File: src/rtl/lfrfid_pkg.sv
package lfrfid_pkg;

    localparam int WINDOW_BITS = 136;
    localparam int CYCLE_W     = 12;
    localparam int PULSE_W     = 16;
    localparam int SHORT_W     = 12;
    localparam int DUR_W       = 16;
    localparam int ID_W        = 32;
    localparam int CFG_W       = 16;
    localparam int CFG_IDX_W   = 2;

    // numerator 2*dur + cycle and divisor 2*cycle
    localparam int NUM_W = DUR_W + 2;
    localparam int DEN_W = CYCLE_W + 1;
    localparam int CNT_W = 4;

    localparam logic [CNT_W-1:0] LONG_RUN       = 4'd9;
    localparam logic [CNT_W-1:0] PREAMBLE_CELLS = 4'd8;

    localparam int DATA_START = 39;
    localparam int CELL_BITS  = 10;
    localparam int DATA_CELLS = 9;
    localparam int ID_DIGITS  = 8;

    localparam logic [7:0] FRAME_MARK = 8'hFF;
    localparam logic [7:0] START_CHAR = 8'h02;

    localparam logic [CYCLE_W-1:0] CYCLE_RST     = 12'd256;
    localparam logic [PULSE_W-1:0] MAX_PULSE_RST = 16'd4000;
    localparam logic [SHORT_W-1:0] SHORT_MIN_RST = 12'd60;

    localparam logic [CFG_IDX_W-1:0] CFG_CYCLE     = 2'd0;
    localparam logic [CFG_IDX_W-1:0] CFG_MAX_PULSE = 2'd1;
    localparam logic [CFG_IDX_W-1:0] CFG_SHORT_MIN = 2'd2;

    typedef struct packed {
        logic             done;
        logic [CNT_W-1:0] cells;
    } t_cnt_res;

    typedef enum logic [4:0] {
        ST_IDLE   = 5'b00001,
        ST_COUNT  = 5'b00010,
        ST_PUSH   = 5'b00100,
        ST_CHECK  = 5'b01000,
        ST_FINISH = 5'b10000
    } t_state;

    function automatic logic [3:0] hex_nibble(input logic [6:0] c);
        logic [3:0] v;
        v = 4'd0;
        if (c >= 7'h30 && c <= 7'h39) begin
            v = 4'(c - 7'h30);
        end else if (c >= 7'h41 && c <= 7'h46) begin
            v = 4'(c - 7'h37);
        end
        return v;
    endfunction

endpackage

File: src/rtl/lfrfid_cell_count.sv
module lfrfid_cell_count (
    input  logic                          i_clk,
    input  logic                          i_rst_n,
    input  logic                          i_start,
    input  logic [lfrfid_pkg::NUM_W-1:0]  i_num,
    input  logic [lfrfid_pkg::DEN_W-1:0]  i_den,
    output lfrfid_pkg::t_cnt_res          o_res
);
    import lfrfid_pkg::*;

    logic             r_busy;
    logic             r_done;
    logic [CNT_W-1:0] r_cnt;
    logic [NUM_W-1:0] r_rem;
    logic [DEN_W-1:0] r_den;
    logic             n_take;

    // one subtraction of the divisor per cycle, stopping once the count is long
    assign n_take = (r_rem >= NUM_W'(r_den)) && (r_cnt != LONG_RUN);

    always_ff @(posedge i_clk) begin
        if (!i_rst_n) begin
            r_busy <= 1'b0;
            r_done <= 1'b0;
            r_cnt  <= '0;
        end else begin
            r_done <= 1'b0;
            if (i_start) begin
                r_busy <= 1'b1;
                r_cnt  <= '0;
            end else if (r_busy) begin
                if (n_take) begin
                    r_cnt <= r_cnt + 1'b1;
                end else begin
                    r_busy <= 1'b0;
                    r_done <= 1'b1;
                end
            end
        end
    end

    always_ff @(posedge i_clk) begin
        if (i_start) begin
            r_rem <= i_num;
            r_den <= i_den;
        end else if (r_busy && n_take) begin
            r_rem <= r_rem - NUM_W'(r_den);
        end
    end

    assign o_res.done  = r_done;
    assign o_res.cells = r_cnt;

endmodule

File: src/rtl/lf_rfid_ascii_hex_frame_decoder.sv
// Decoder for framed ascii hex ids from a 125 kHz direct-modulation tag. Each input item is one
// demodulated run (level, duration in us) and gives exactly one result item: frame_valid, the
// last decoded card_id and the preamble flag. Runs are converted to a bit-cell count by
// repeated subtraction of 2*cycle_us, one per cycle; the cells then enter the 136-bit window
// one per cycle (up to 8), followed by the frame check state and the state that hands over the
// result. Runs longer than the maximum pulse, and runs that push no cells, go straight to the
// hand-over state, where the result waits while i_out_stall holds it; a new item is taken once
// the previous one has reached the output register. Configuration is written through i_cfg_we/
// i_cfg_idx/i_cfg_data; the user must write it only while idle, as the block does not enforce
// this; indexes above 2 are ignored and a cycle_us of 0 acts as 1.
module lf_rfid_ascii_hex_frame_decoder (
    input  logic                              i_clk,
    input  logic                              i_rst_n,
    input  logic                              i_cfg_we,
    input  logic [lfrfid_pkg::CFG_IDX_W-1:0]  i_cfg_idx,
    input  logic [lfrfid_pkg::CFG_W-1:0]      i_cfg_data,
    input  logic                              i_in_valid,
    output logic                              o_in_stall,
    input  logic                              i_level,
    input  logic [lfrfid_pkg::DUR_W-1:0]      i_duration_us,
    output logic                              o_out_valid,
    input  logic                              i_out_stall,
    output logic                              o_frame_valid,
    output logic [lfrfid_pkg::ID_W-1:0]       o_card_id,
    output logic                              o_preamble_seen
);
    import lfrfid_pkg::*;

    t_state r_state;

    logic [CYCLE_W-1:0]     r_cycle;
    logic [PULSE_W-1:0]     r_max_pulse;
    logic [SHORT_W-1:0]     r_short_min;

    logic [WINDOW_BITS-1:0] r_win;
    logic                   r_pre;
    logic                   r_inv;
    logic [ID_W-1:0]        r_last_id;

    logic                   r_level;
    logic [DUR_W-1:0]       r_dur;
    logic                   r_bit;
    logic [CNT_W-1:0]       r_push_cnt;
    logic                   r_hit;

    logic                   r_out_valid;
    logic                   r_frame_valid;
    logic [ID_W-1:0]        r_card_id;
    logic                   r_pre_out;

    logic                   n_accept;
    logic                   n_start;
    logic [CYCLE_W-1:0]     n_cyc;
    logic [NUM_W-1:0]       n_num;
    logic [DEN_W-1:0]       n_den;
    t_cnt_res               n_cnt;
    logic [CNT_W-1:0]       n_push;
    logic                   n_frame_ok;
    logic [ID_W-1:0]        n_id;
    logic                   n_out_free;

    assign n_accept   = i_in_valid && !o_in_stall;
    assign n_out_free = !r_out_valid || !i_out_stall;
    assign n_start    = n_accept && (i_duration_us <= r_max_pulse);

    assign n_cyc = (r_cycle == '0) ? CYCLE_W'(1) : r_cycle;
    assign n_num = {1'b0, i_duration_us, 1'b0} + NUM_W'(n_cyc);
    assign n_den = {n_cyc, 1'b0};

    lfrfid_cell_count u_cnt (
        .i_clk   (i_clk),
        .i_rst_n (i_rst_n),
        .i_start (n_start),
        .i_num   (n_num),
        .i_den   (n_den),
        .o_res   (n_cnt)
    );

    // cells to push once the count is known
    always_comb begin
        n_push = '0;
        if (n_cnt.cells == LONG_RUN) begin
            n_push = r_pre ? '0 : PREAMBLE_CELLS;
        end else if (n_cnt.cells == '0) begin
            n_push = (r_dur > DUR_W'(r_short_min)) ? CNT_W'(1) : '0;
        end else begin
            n_push = n_cnt.cells;
        end
    end

    // frame layout check on fixed window taps, oldest cell at index 0
    always_comb begin
        logic [7:0] ch;
        logic [6:0] sum;
        n_frame_ok = (r_win[7:0] == FRAME_MARK) && !r_win[8] && !r_win[9] && r_win[10];
        for (int k = 0; k < 8; k++) begin
            if (r_win[11 + k] != START_CHAR[7 - k]) begin
                n_frame_ok = 1'b0;
            end
            if (r_win[WINDOW_BITS - 8 + k] != FRAME_MARK[7 - k]) begin
                n_frame_ok = 1'b0;
            end
        end
        sum = '0;
        ch  = '0;
        for (int i = 0; i < DATA_CELLS; i++) begin
            ch = r_win[DATA_START + CELL_BITS * i +: 8];
            // odd parity over the 7 data bits plus the parity bit
            if (!(^ch)) begin
                n_frame_ok = 1'b0;
            end
            if (i < DATA_CELLS - 1) begin
                sum = sum ^ ch[6:0];
            end
        end
        if (ch[6:0] != sum) begin
            n_frame_ok = 1'b0;
        end
    end

    always_comb begin
        n_id = '0;
        for (int i = 0; i < ID_DIGITS; i++) begin
            n_id[ID_W - 1 - 4 * i -: 4] = hex_nibble(r_win[DATA_START + CELL_BITS * i +: 7]);
        end
    end

    always_ff @(posedge i_clk) begin
        if (!i_rst_n) begin
            r_cycle     <= CYCLE_RST;
            r_max_pulse <= MAX_PULSE_RST;
            r_short_min <= SHORT_MIN_RST;
        end else if (i_cfg_we) begin
            case (i_cfg_idx)
                CFG_CYCLE:     r_cycle     <= i_cfg_data[CYCLE_W-1:0];
                CFG_MAX_PULSE: r_max_pulse <= i_cfg_data[PULSE_W-1:0];
                CFG_SHORT_MIN: r_short_min <= i_cfg_data[SHORT_W-1:0];
                default: ;
            endcase
        end
    end

    always_ff @(posedge i_clk) begin
        if (!i_rst_n) begin
            r_state       <= ST_IDLE;
            r_win         <= '0;
            r_pre         <= 1'b0;
            r_inv         <= 1'b0;
            r_last_id     <= '0;
            r_push_cnt    <= '0;
            r_hit         <= 1'b0;
            r_out_valid   <= 1'b0;
            r_frame_valid <= 1'b0;
            r_pre_out     <= 1'b0;
        end else begin
            if (r_state == ST_FINISH && n_out_free) begin
                r_out_valid <= 1'b1;
            end else if (!i_out_stall) begin
                r_out_valid <= 1'b0;
            end
            unique case (r_state)
                ST_IDLE: begin
                    if (n_accept) begin
                        r_hit   <= 1'b0;
                        r_state <= n_start ? ST_COUNT : ST_FINISH;
                    end
                end
                ST_COUNT: begin
                    if (n_cnt.done) begin
                        r_push_cnt <= n_push;
                        // preamble cells always come out as ones
                        r_bit      <= (n_cnt.cells == LONG_RUN && !r_pre) ? 1'b1
                                                                          : (r_level ^ r_inv);
                        if (n_cnt.cells == LONG_RUN) begin
                            r_pre <= !r_pre;
                            if (!r_pre) begin
                                r_inv <= !r_level;
                            end
                        end
                        r_state <= (n_push == '0) ? ST_FINISH : ST_PUSH;
                    end
                end
                ST_PUSH: begin
                    r_win      <= {r_bit, r_win[WINDOW_BITS-1:1]};
                    r_push_cnt <= r_push_cnt - 1'b1;
                    if (r_push_cnt == CNT_W'(1)) begin
                        r_state <= ST_CHECK;
                    end
                end
                ST_CHECK: begin
                    r_hit <= n_frame_ok;
                    if (n_frame_ok) begin
                        r_last_id <= n_id;
                    end
                    r_state <= ST_FINISH;
                end
                ST_FINISH: begin
                    if (n_out_free) begin
                        r_frame_valid <= r_hit;
                        r_pre_out     <= r_pre;
                        r_state       <= ST_IDLE;
                    end
                end
                default: r_state <= ST_IDLE;
            endcase
        end
    end

    always_ff @(posedge i_clk) begin
        if (n_accept) begin
            r_level <= i_level;
            r_dur   <= i_duration_us;
        end
        if (r_state == ST_FINISH && n_out_free) begin
            r_card_id <= r_last_id;
        end
    end

    assign o_in_stall      = (r_state != ST_IDLE);
    assign o_out_valid     = r_out_valid;
    assign o_frame_valid   = r_frame_valid;
    assign o_card_id       = r_card_id;
    assign o_preamble_seen = r_pre_out;

    a_accept_busy: assert property (@(posedge i_clk) disable iff (!i_rst_n)
        n_accept |=> o_in_stall)
        else $error("item accepted but block still idle");

    a_push_only_in_push: assert property (@(posedge i_clk) disable iff (!i_rst_n)
        (r_state != ST_PUSH) |-> (r_push_cnt == '0))
        else $error("cells left to push outside the push phase");

    a_pre_from_count: assert property (@(posedge i_clk) disable iff (!i_rst_n)
        !$stable(r_pre) |-> $past(r_state == ST_COUNT && n_cnt.done))
        else $error("preamble flag changed outside a cell count result");

    a_hit_pushes: assert property (@(posedge i_clk) disable iff (!i_rst_n)
        (r_state == ST_FINISH && r_hit) |-> (r_last_id == n_id))
        else $error("frame hit without matching decoded id");

endmodule

File: config.mk
export PLATFORM = sky130hd
export DESIGN_NAME = lf_rfid_ascii_hex_frame_decoder
export DESIGN_NICKNAME = d
export VERILOG_FILES = /design/src/rtl/lfrfid_pkg.sv /design/src/rtl/lfrfid_cell_count.sv /design/src/rtl/lf_rfid_ascii_hex_frame_decoder.sv
export SDC_FILE = /design/constraint.sdc
export NUM_CORES = 1
export LEC_CHECK = 0
export BUFFER_PORTS_ARGS = -buffer_cell sky130_fd_sc_hd__buf_2
export CORE_ASPECT_RATIO = 2
export CORE_MARGIN = 2
export CORE_UTILIZATION = 35
export DETAILED_ROUTE_END_ITERATION = 16
export REMOVE_ABC_BUFFERS = 1
export SLEW_MARGIN = 20
export SYNTH_ARGS = -nofsm -noshare
export SYNTH_HDL_FRONTEND = slang
export SYNTH_SLANG_ARGS = --single-unit
export TNS_END_PERCENT = 10
File: constraint.sdc
create_clock -name i_clk -period 4.3 [get_ports i_clk]
set_clock_uncertainty 0.05 [all_clocks]
set_input_delay 0.43 -clock i_clk [delete_from_list [all_inputs] [get_ports i_clk]]
set_output_delay 0.43 -clock i_clk [all_outputs]
set_load 0.01 [all_outputs]
==> After elaboration in Yosys (flattened, before gate mapping) <==
Cells that the tools add are included.
{ "word_totals": {"register_bits": 309, "output_inout_bits": 36} }
{ "classes": {"add_sub_neg": 20, "magnitude_cmp": 35, "eq_ne": 18, "n_mux": 66, "n_bitwise": 11, "n_reduce_logical": 63} }
{ "op_table": {"columns": ["op", "n"], "rows": [
  ["$mux 4", 20],
  ["$reduce_xor 8->1", 9],
  ["$ge 7x6->1 const B", 8],
  ["$ge 7x7->1 const B", 8],
  ["$le 7x6->1 const B", 8],
  ["$le 7x7->1 const B", 8],
  ["$xor 7x7->7", 7],
  ["$mux 18", 2],
  ["$sub 4x1->4 const B", 9],
  ["$mux 1", 34],
  ["$sub 4x3->4 const B", 8],
  ["$mux 5", 6],
  ["$logic_and 1x1->1", 25],
  ["$pmux 5 s5", 1],
  ["$add 17x12->18", 1],
  ["$ge 18x13->1", 1],
  ["$sub 18x13->18", 1],
  ["$gt 16x12->1", 1],
  ["$le 16x16->1", 1],
  ["$reduce_and 2->1", 8],
  ["$logic_not 12->1", 1],
  ["$mux 12", 1],
  ["$eq 8x8->1 const B", 1],
  ["$logic_not 4->1", 2],
  ["other kinds (27)", 42]
]} }

==> Longest topological paths before layout <==
{ "depth": {"ltp_word": 31, "mapped_depth": 12} }

==> Cells and area by module <==
A second synthesis with hierarchy kept.
{ "unflattened": {"cells_unflattened": 1817, "area_unflattened_um2": 16402.0} }
{ "by_module_without_submodules": {"columns": ["module", "n_inst", "cells_each", "area_per_inst_um2", "seq_area_each_um2"], "rows": [
  ["lf_rfid_ascii_hex_frame_decoder", 1, 1600, 14168.6, 5965.7],
  ["lfrfid_cell_count", 1, 217, 2233.4, 1051.0]
]} }

==> Least setup slack after synthesis <==
No wires, ideal clock.
{ "synth_path": {"path_kind": "input-to-reg", "start": "input i_duration_us[9] (netlist name)", "end": "register u_cnt.r_rem[12], data pin", "setup_ns": 0.292, "arrival_time_ns": 2.820, "required_time_ns": 3.958, "path_slack_ns": 1.138, "stages": 11, "n_path_buf": 1, "cell_sequence": "ha_1 a21o_1 a21o_1 a21oi_1 nor2_1 a211o_1 o21ai_1 nand2_1 inv_1 buf_1 a21oi_1"} }
{ "synth_between": {"elab_chain_len": 3} }
{ "synth_rtl": {"columns": ["element", "line", "source"], "rows": [
  ["start: declaration", "lf_rfid_ascii_hex_frame_decoder.sv:20", "input logic [lfrfid_pkg::DUR_W-1:0] i_duration_us,"],
  ["$le 16x16->1", "lf_rfid_ascii_hex_frame_decoder.sv:64", "assign n_start = n_accept && (i_duration_us <= r_max_pulse);"],
  ["$logic_and 1x1->1", "lf_rfid_ascii_hex_frame_decoder.sv:64", null],
  ["net n_start", "lf_rfid_ascii_hex_frame_decoder.sv:52", "logic n_start;"],
  ["$mux 18", "lfrfid_cell_count.sv:43", "if (i_start) begin"],
  ["end signal: assignment", "lfrfid_cell_count.sv:44", "r_rem <= i_num;"],
  ["end signal: assignment", "lfrfid_cell_count.sv:47", "r_rem <= r_rem - NUM_W'(r_den);"],
  ["end: declaration", "lfrfid_cell_count.sv:14", "logic [NUM_W-1:0] r_rem;"]
]} }
The timed path passes the listed nets, and every way through them passes these cells.
A chain may end at the register's enable or synchronous reset.

==> Final worst setup path <==
{ "layout_path": {"start": "register r_win[49]", "end": "register r_last_id[25]"} }
{ "layout_between": {"elab_chain_len": 11} }
{ "layout_rtl": {"columns": ["element", "line", "source"], "rows": [
  ["start: declaration", "lf_rfid_ascii_hex_frame_decoder.sv:35", "logic [WINDOW_BITS-1:0] r_win;"],
  ["start signal: assignment", "lf_rfid_ascii_hex_frame_decoder.sv:184", "r_win <= {r_bit, r_win[WINDOW_BITS-1:1]};"],
  ["$reduce_xor 8->1", "lf_rfid_ascii_hex_frame_decoder.sv:109", "if (!(^ch)) begin"],
  ["$mux 1 (8 in a row)", "lf_rfid_ascii_hex_frame_decoder.sv:109", null],
  ["$mux 1", "lf_rfid_ascii_hex_frame_decoder.sv:116", "if (ch[6:0] != sum) begin"],
  ["$reduce_and 2->1 (no source line)", null, null],
  ["end signal: assignment", "lf_rfid_ascii_hex_frame_decoder.sv:193", "r_last_id <= n_id;"],
  ["end: declaration", "lf_rfid_ascii_hex_frame_decoder.sv:38", "logic [ID_W-1:0] r_last_id;"]
]} }
Parallel ways exist; a longest one is shown, timed or not.

==> flow_summary.toml <==
[power]
power_frac_seq_pct = 48.5
max-vdd-ir-drop_uv = 335
cell_internal_pwr_w = 0.00488
power_switching_w = 0.00165
switching_share_pct = 25.3
power_density_nw_per_um2 = 372
power_frac_comb_pct = 11.2
p_leak_nw = 6.33
p_clk_share_pct = 40.2
power.total_w = 0.00653

[synth]
synth-edff-count = 80
synth_seq_cells = 309
adder_cell_share_of_the_synthesized_area_pct = 9.15
synth_compound_area_share_pct = 13.0
synthesis.instances = 1825
synthMuxAreaShare_pct = 3.31
post_synth_xor_area_fraction_pct = 6.67
synthArstFlopShare_pct = 0
syn-cell-area_sq_um = 15800
largest_family_of_logic_cells_by_synthesized_area = "simple AND/OR/NAND/NOR gates"
synth_top_area_share_pct = 29.1
synth.yosys.seq_area_share_pct = 44.3
synth.area.top_cells = "sky130_fd_sc_hd__dfxtp_1 (29%), sky130_fd_sc_hd__edfxtp_1 (15%), sky130_fd_sc_hd__nand2_1 (10%)"
avgSynthCellArea_sq_um = 8.63
synth_flop_cell = "sky130_fd_sc_hd__dfxtp_1"
post_synth_and_or_nand_nor_area_fraction_pct = 17.9
yosysWarnings = 0
post-synth-top-area-cell = "sky130_fd_sc_hd__dfxtp_1"
synth_cell_type_count = 66

[sta]
clock.fmax_mhz = 307
unrepaired_setup_endpoints_after_global_routing = "no"
slew_headroom_pct = 31.0
final.min_clock_period_ps = 3260
final_hold_viol_count = 0
timing.setup.tns_ps = 0
worst_pin_slew_ps = 1030
drv_slew = 0
final-setup-viol-count = 0
fin_crit_sh_pct = 75.8

[die]
dieHeight_microns = 304
number_of_primary_i_o_pins = 76
die_area_sq_um = 46800
std_cell_rows = 110
core_region_area_sq_um = 44700
die_width_microns = 154
start_util_pct = 35.2

[place]
numPortBuffers = 75
placement.cell_area_sq_um = 16600
place_inst = 2368
dp.final_hpwl_microns = 24300
gp_routability_congestion = 0.870

[critical_path]
cp.arrival_ps = 3610
timing.critical_path.from_type = "flop"
cp_top_family = "simple AND/OR/NAND/NOR gates"
critical_path.slowest_cell = "sky130_fd_sc_hd__dfxtp_1"
reg2reg_slack_ps = 1040
critical_path.endpoint_type = "flop"
crit_path_max_incr_delay_ps = 510
worstPathCellList = "inv_1, ha_1, xnor2_1, xnor2_1, xnor2_1, nand4_1, or3_4, nor4_4, buf_4, mux2i_1, nor2_1"
worst-setup-path-type = "flop to flop"
critPathRequiredTime_ps = 4650
critical_path_peak_fanout = 27
critPathBufInv = 2
critical-path-top-cell-by-count = "sky130_fd_sc_hd__xnor2_1"

[cells_and_area]
multi_input_comb_area_sq_um = 7910
stdcell_count = 2425
summed_area_of_non_filler_cells_in_the_final_layout_sq_um = 17500
fillerInstances = 4477
nets_final = 1994
seq_area_sq_um = 6990
area_delta_synth_final_pct = 11.3
drive_above_1_share_pct = 8.00

[global_route]
globalRouteOverflowTotal = 0
grt_usage_pct = 15.0
global_route.usage.met3_pct = 1.78
grtUsageMet2_pct = 23.6
global_route_wire_length_before_repair_microns = 58600
global_route.usage.met1_pct = 21.5
number_of_antenna_violations_at_the_first_check_in_global_routing = 3
largest_net_degree_at_the_start_of_global_routing = 138
via_count_of_the_first_global_routing_pass = 11400
grt_busiest_layer = "met2"

[clocking]
ctsResizeCount = 0
cts.root.buffer_cell = "sky130_fd_sc_hd__clkbuf_16"
path_clk_slew_ps = 70
postCtsSetupRepairBufs = 0
cts_inserted_buffers = 29
cts_num_sinks = 309
max-clock-path-buffers = 3
insertion_delay_ps = 560
htree_num_levels = 1
cts_tree = "done"

[min_path]
min_path_type = "primary input to flop"

[detailed_routing]
drt_pre_antenna_iters = 5
avgViaCountPerCell = 4.96
wl_per_cell_microns = 14.7
total_via_count_in_the_routed_design = 12000
postRouteAntennaNets = 0
detail_route.wirelength_microns = 35800
drc_errors = 0
drc_violation_total_after_the_first_tritonroute_iteration = 710

[run]
maxCapViolCount = 0

[outcome]
run_status = "complete, no violations"
[layout by cell type (no fill, tap or decap), types with 5 or more instances in the layout]
master and instances:
sky130_fd_sc_hd__nand4_1 15, sky130_fd_sc_hd__clkinv_1 7, sky130_fd_sc_hd__o311ai_0 8, sky130_fd_sc_hd__o21ai_0 60, sky130_fd_sc_hd__a31oi_1 5, sky130_fd_sc_hd__a21oi_1 206, sky130_fd_sc_hd__xor2_1 12, sky130_fd_sc_hd__edfxtp_1 80
sky130_fd_sc_hd__a211oi_1 16, sky130_fd_sc_hd__o211ai_1 11, sky130_fd_sc_hd__nand3b_1 6, sky130_fd_sc_hd__a21o_1 12, sky130_fd_sc_hd__ha_1 112, sky130_fd_sc_hd__nand3_1 25, sky130_fd_sc_hd__dfxtp_1 229, sky130_fd_sc_hd__a32oi_1 8
sky130_fd_sc_hd__buf_4 9, sky130_fd_sc_hd__xnor2_1 108, sky130_fd_sc_hd__buf_2 75, sky130_fd_sc_hd__nor2_1 76, sky130_fd_sc_hd__nor2b_1 11, sky130_fd_sc_hd__nor3_1 34, sky130_fd_sc_hd__o21a_1 11, sky130_fd_sc_hd__nand2_1 424
sky130_fd_sc_hd__clkbuf_16 29, sky130_fd_sc_hd__nor4_1 7, sky130_fd_sc_hd__nor4b_1 8, sky130_fd_sc_hd__mux2i_1 51, sky130_fd_sc_hd__inv_1 127
[repair_timing]
action	4_1_cts	5_1_grt
endpoints found under the hold margin	1	0
endpoints found under the setup margin	0	0
hold buffers	1	0
[kinds of logic (layout without fill, tap and decap cells)]
group,count (synthesis),after routing
DFF,309,309
other,0,3
muxes,52,52
xor gates and xnor gates,120,120
and+or+nand+nor,641,641
buffers and inverters,231,268
AOI/OAI and AO/OA,358,358
adders and majority gates,114,114
[sequential cells by signal (all words and copies together) (netlist names), 4 cells and up]
name,flops
r_win,136
o_card_id,32
r_last_id,32
u_cnt.r_rem,18
r_dur,16
r_max_pulse,16
r_cycle,12
r_short_min,12
u_cnt.r_den,12
r_state,5
r_push_cnt,4
u_cnt.r_cnt,4
[per-stage QoR]
| stage | setup slack [ps] | hold WS [ps] | utilization, % |
|---|---|---|---|
| 6_report | 1040 | 59.2 | 39.2 |
| 5_1_grt | 774 | 46.2 | 39.2 |
| 4_1_cts | 1040 | 36.7 | 39.2 |
| 3_5_place_dp | 989 | 366 | 37.0 |
| 3_3_place_gp | 966 | 367 | 37.0 |
| 2_1_floorplan | 35.4 | 358 | - |
[synth_stat cells, drive strengths merged, types with 4 or more instances]
cell	number
nor3	35
a32oi	8
ha	112
nand3b	7
a21o	12
xnor2	108
clkbuf	92
xor2	12
nand2b	4
a31oi	5
nand4	15
inv	128
nand3	26
a21oi	207
nor2	76
o311ai	8
o211ai	11
edfxtp	80
dfxtp	229
nor4b	10
nor4	9
nor2b	11
o21a	11
o21ai	61
a211oi	16
nor3b	4
mux2i	51
buf	11
nand2	425
[per-layer routing]
metal,vias to the layer above,wire length [microns]
met5,-,0
met4,0,827
met3,48,1430
met2,210,16000
met1,5602,17500
li1,6179,-
[worst paths after layout]
kind	start	to	depth (start not counted)
setup / recovery	r_win[49]	r_last_id[25]	11
hold reg to reg	r_last_id[11]	o_card_id[11]	0
hold / removal	i_duration_us[5]	r_dur[5]	1
setup reg to reg	r_win[49]	r_last_id[25]	11
[power by group through the flow]
stage	Combinational, W	Clock [W]	Sequential (W)
floorplan	0.000486	0	0.00323
global placement	0.000731	0	0.00323
detailed placement	0.000728	0	0.00323
CTS	0.000738	0.00270	0.00317
global route	0.000824	0.00280	0.00318
finish	0.000734	0.00262	0.00317
[layout make-up]
| class | instances | area share, % |
|---|---|---|
| inverter | 128 | 2.77 |
| clock inverter | 20 | 1.23 |
| clock buffer | 33 | 4.22 |
| multi-input combinational | 1285 | 45.1 |
| timing repair buffer | 87 | 2.81 |
| antenna | 3 | 0.0428 |
| tap | 560 | 3.99 |
| sequential | 309 | 39.8 |
(Power assumes the default switching activity.)
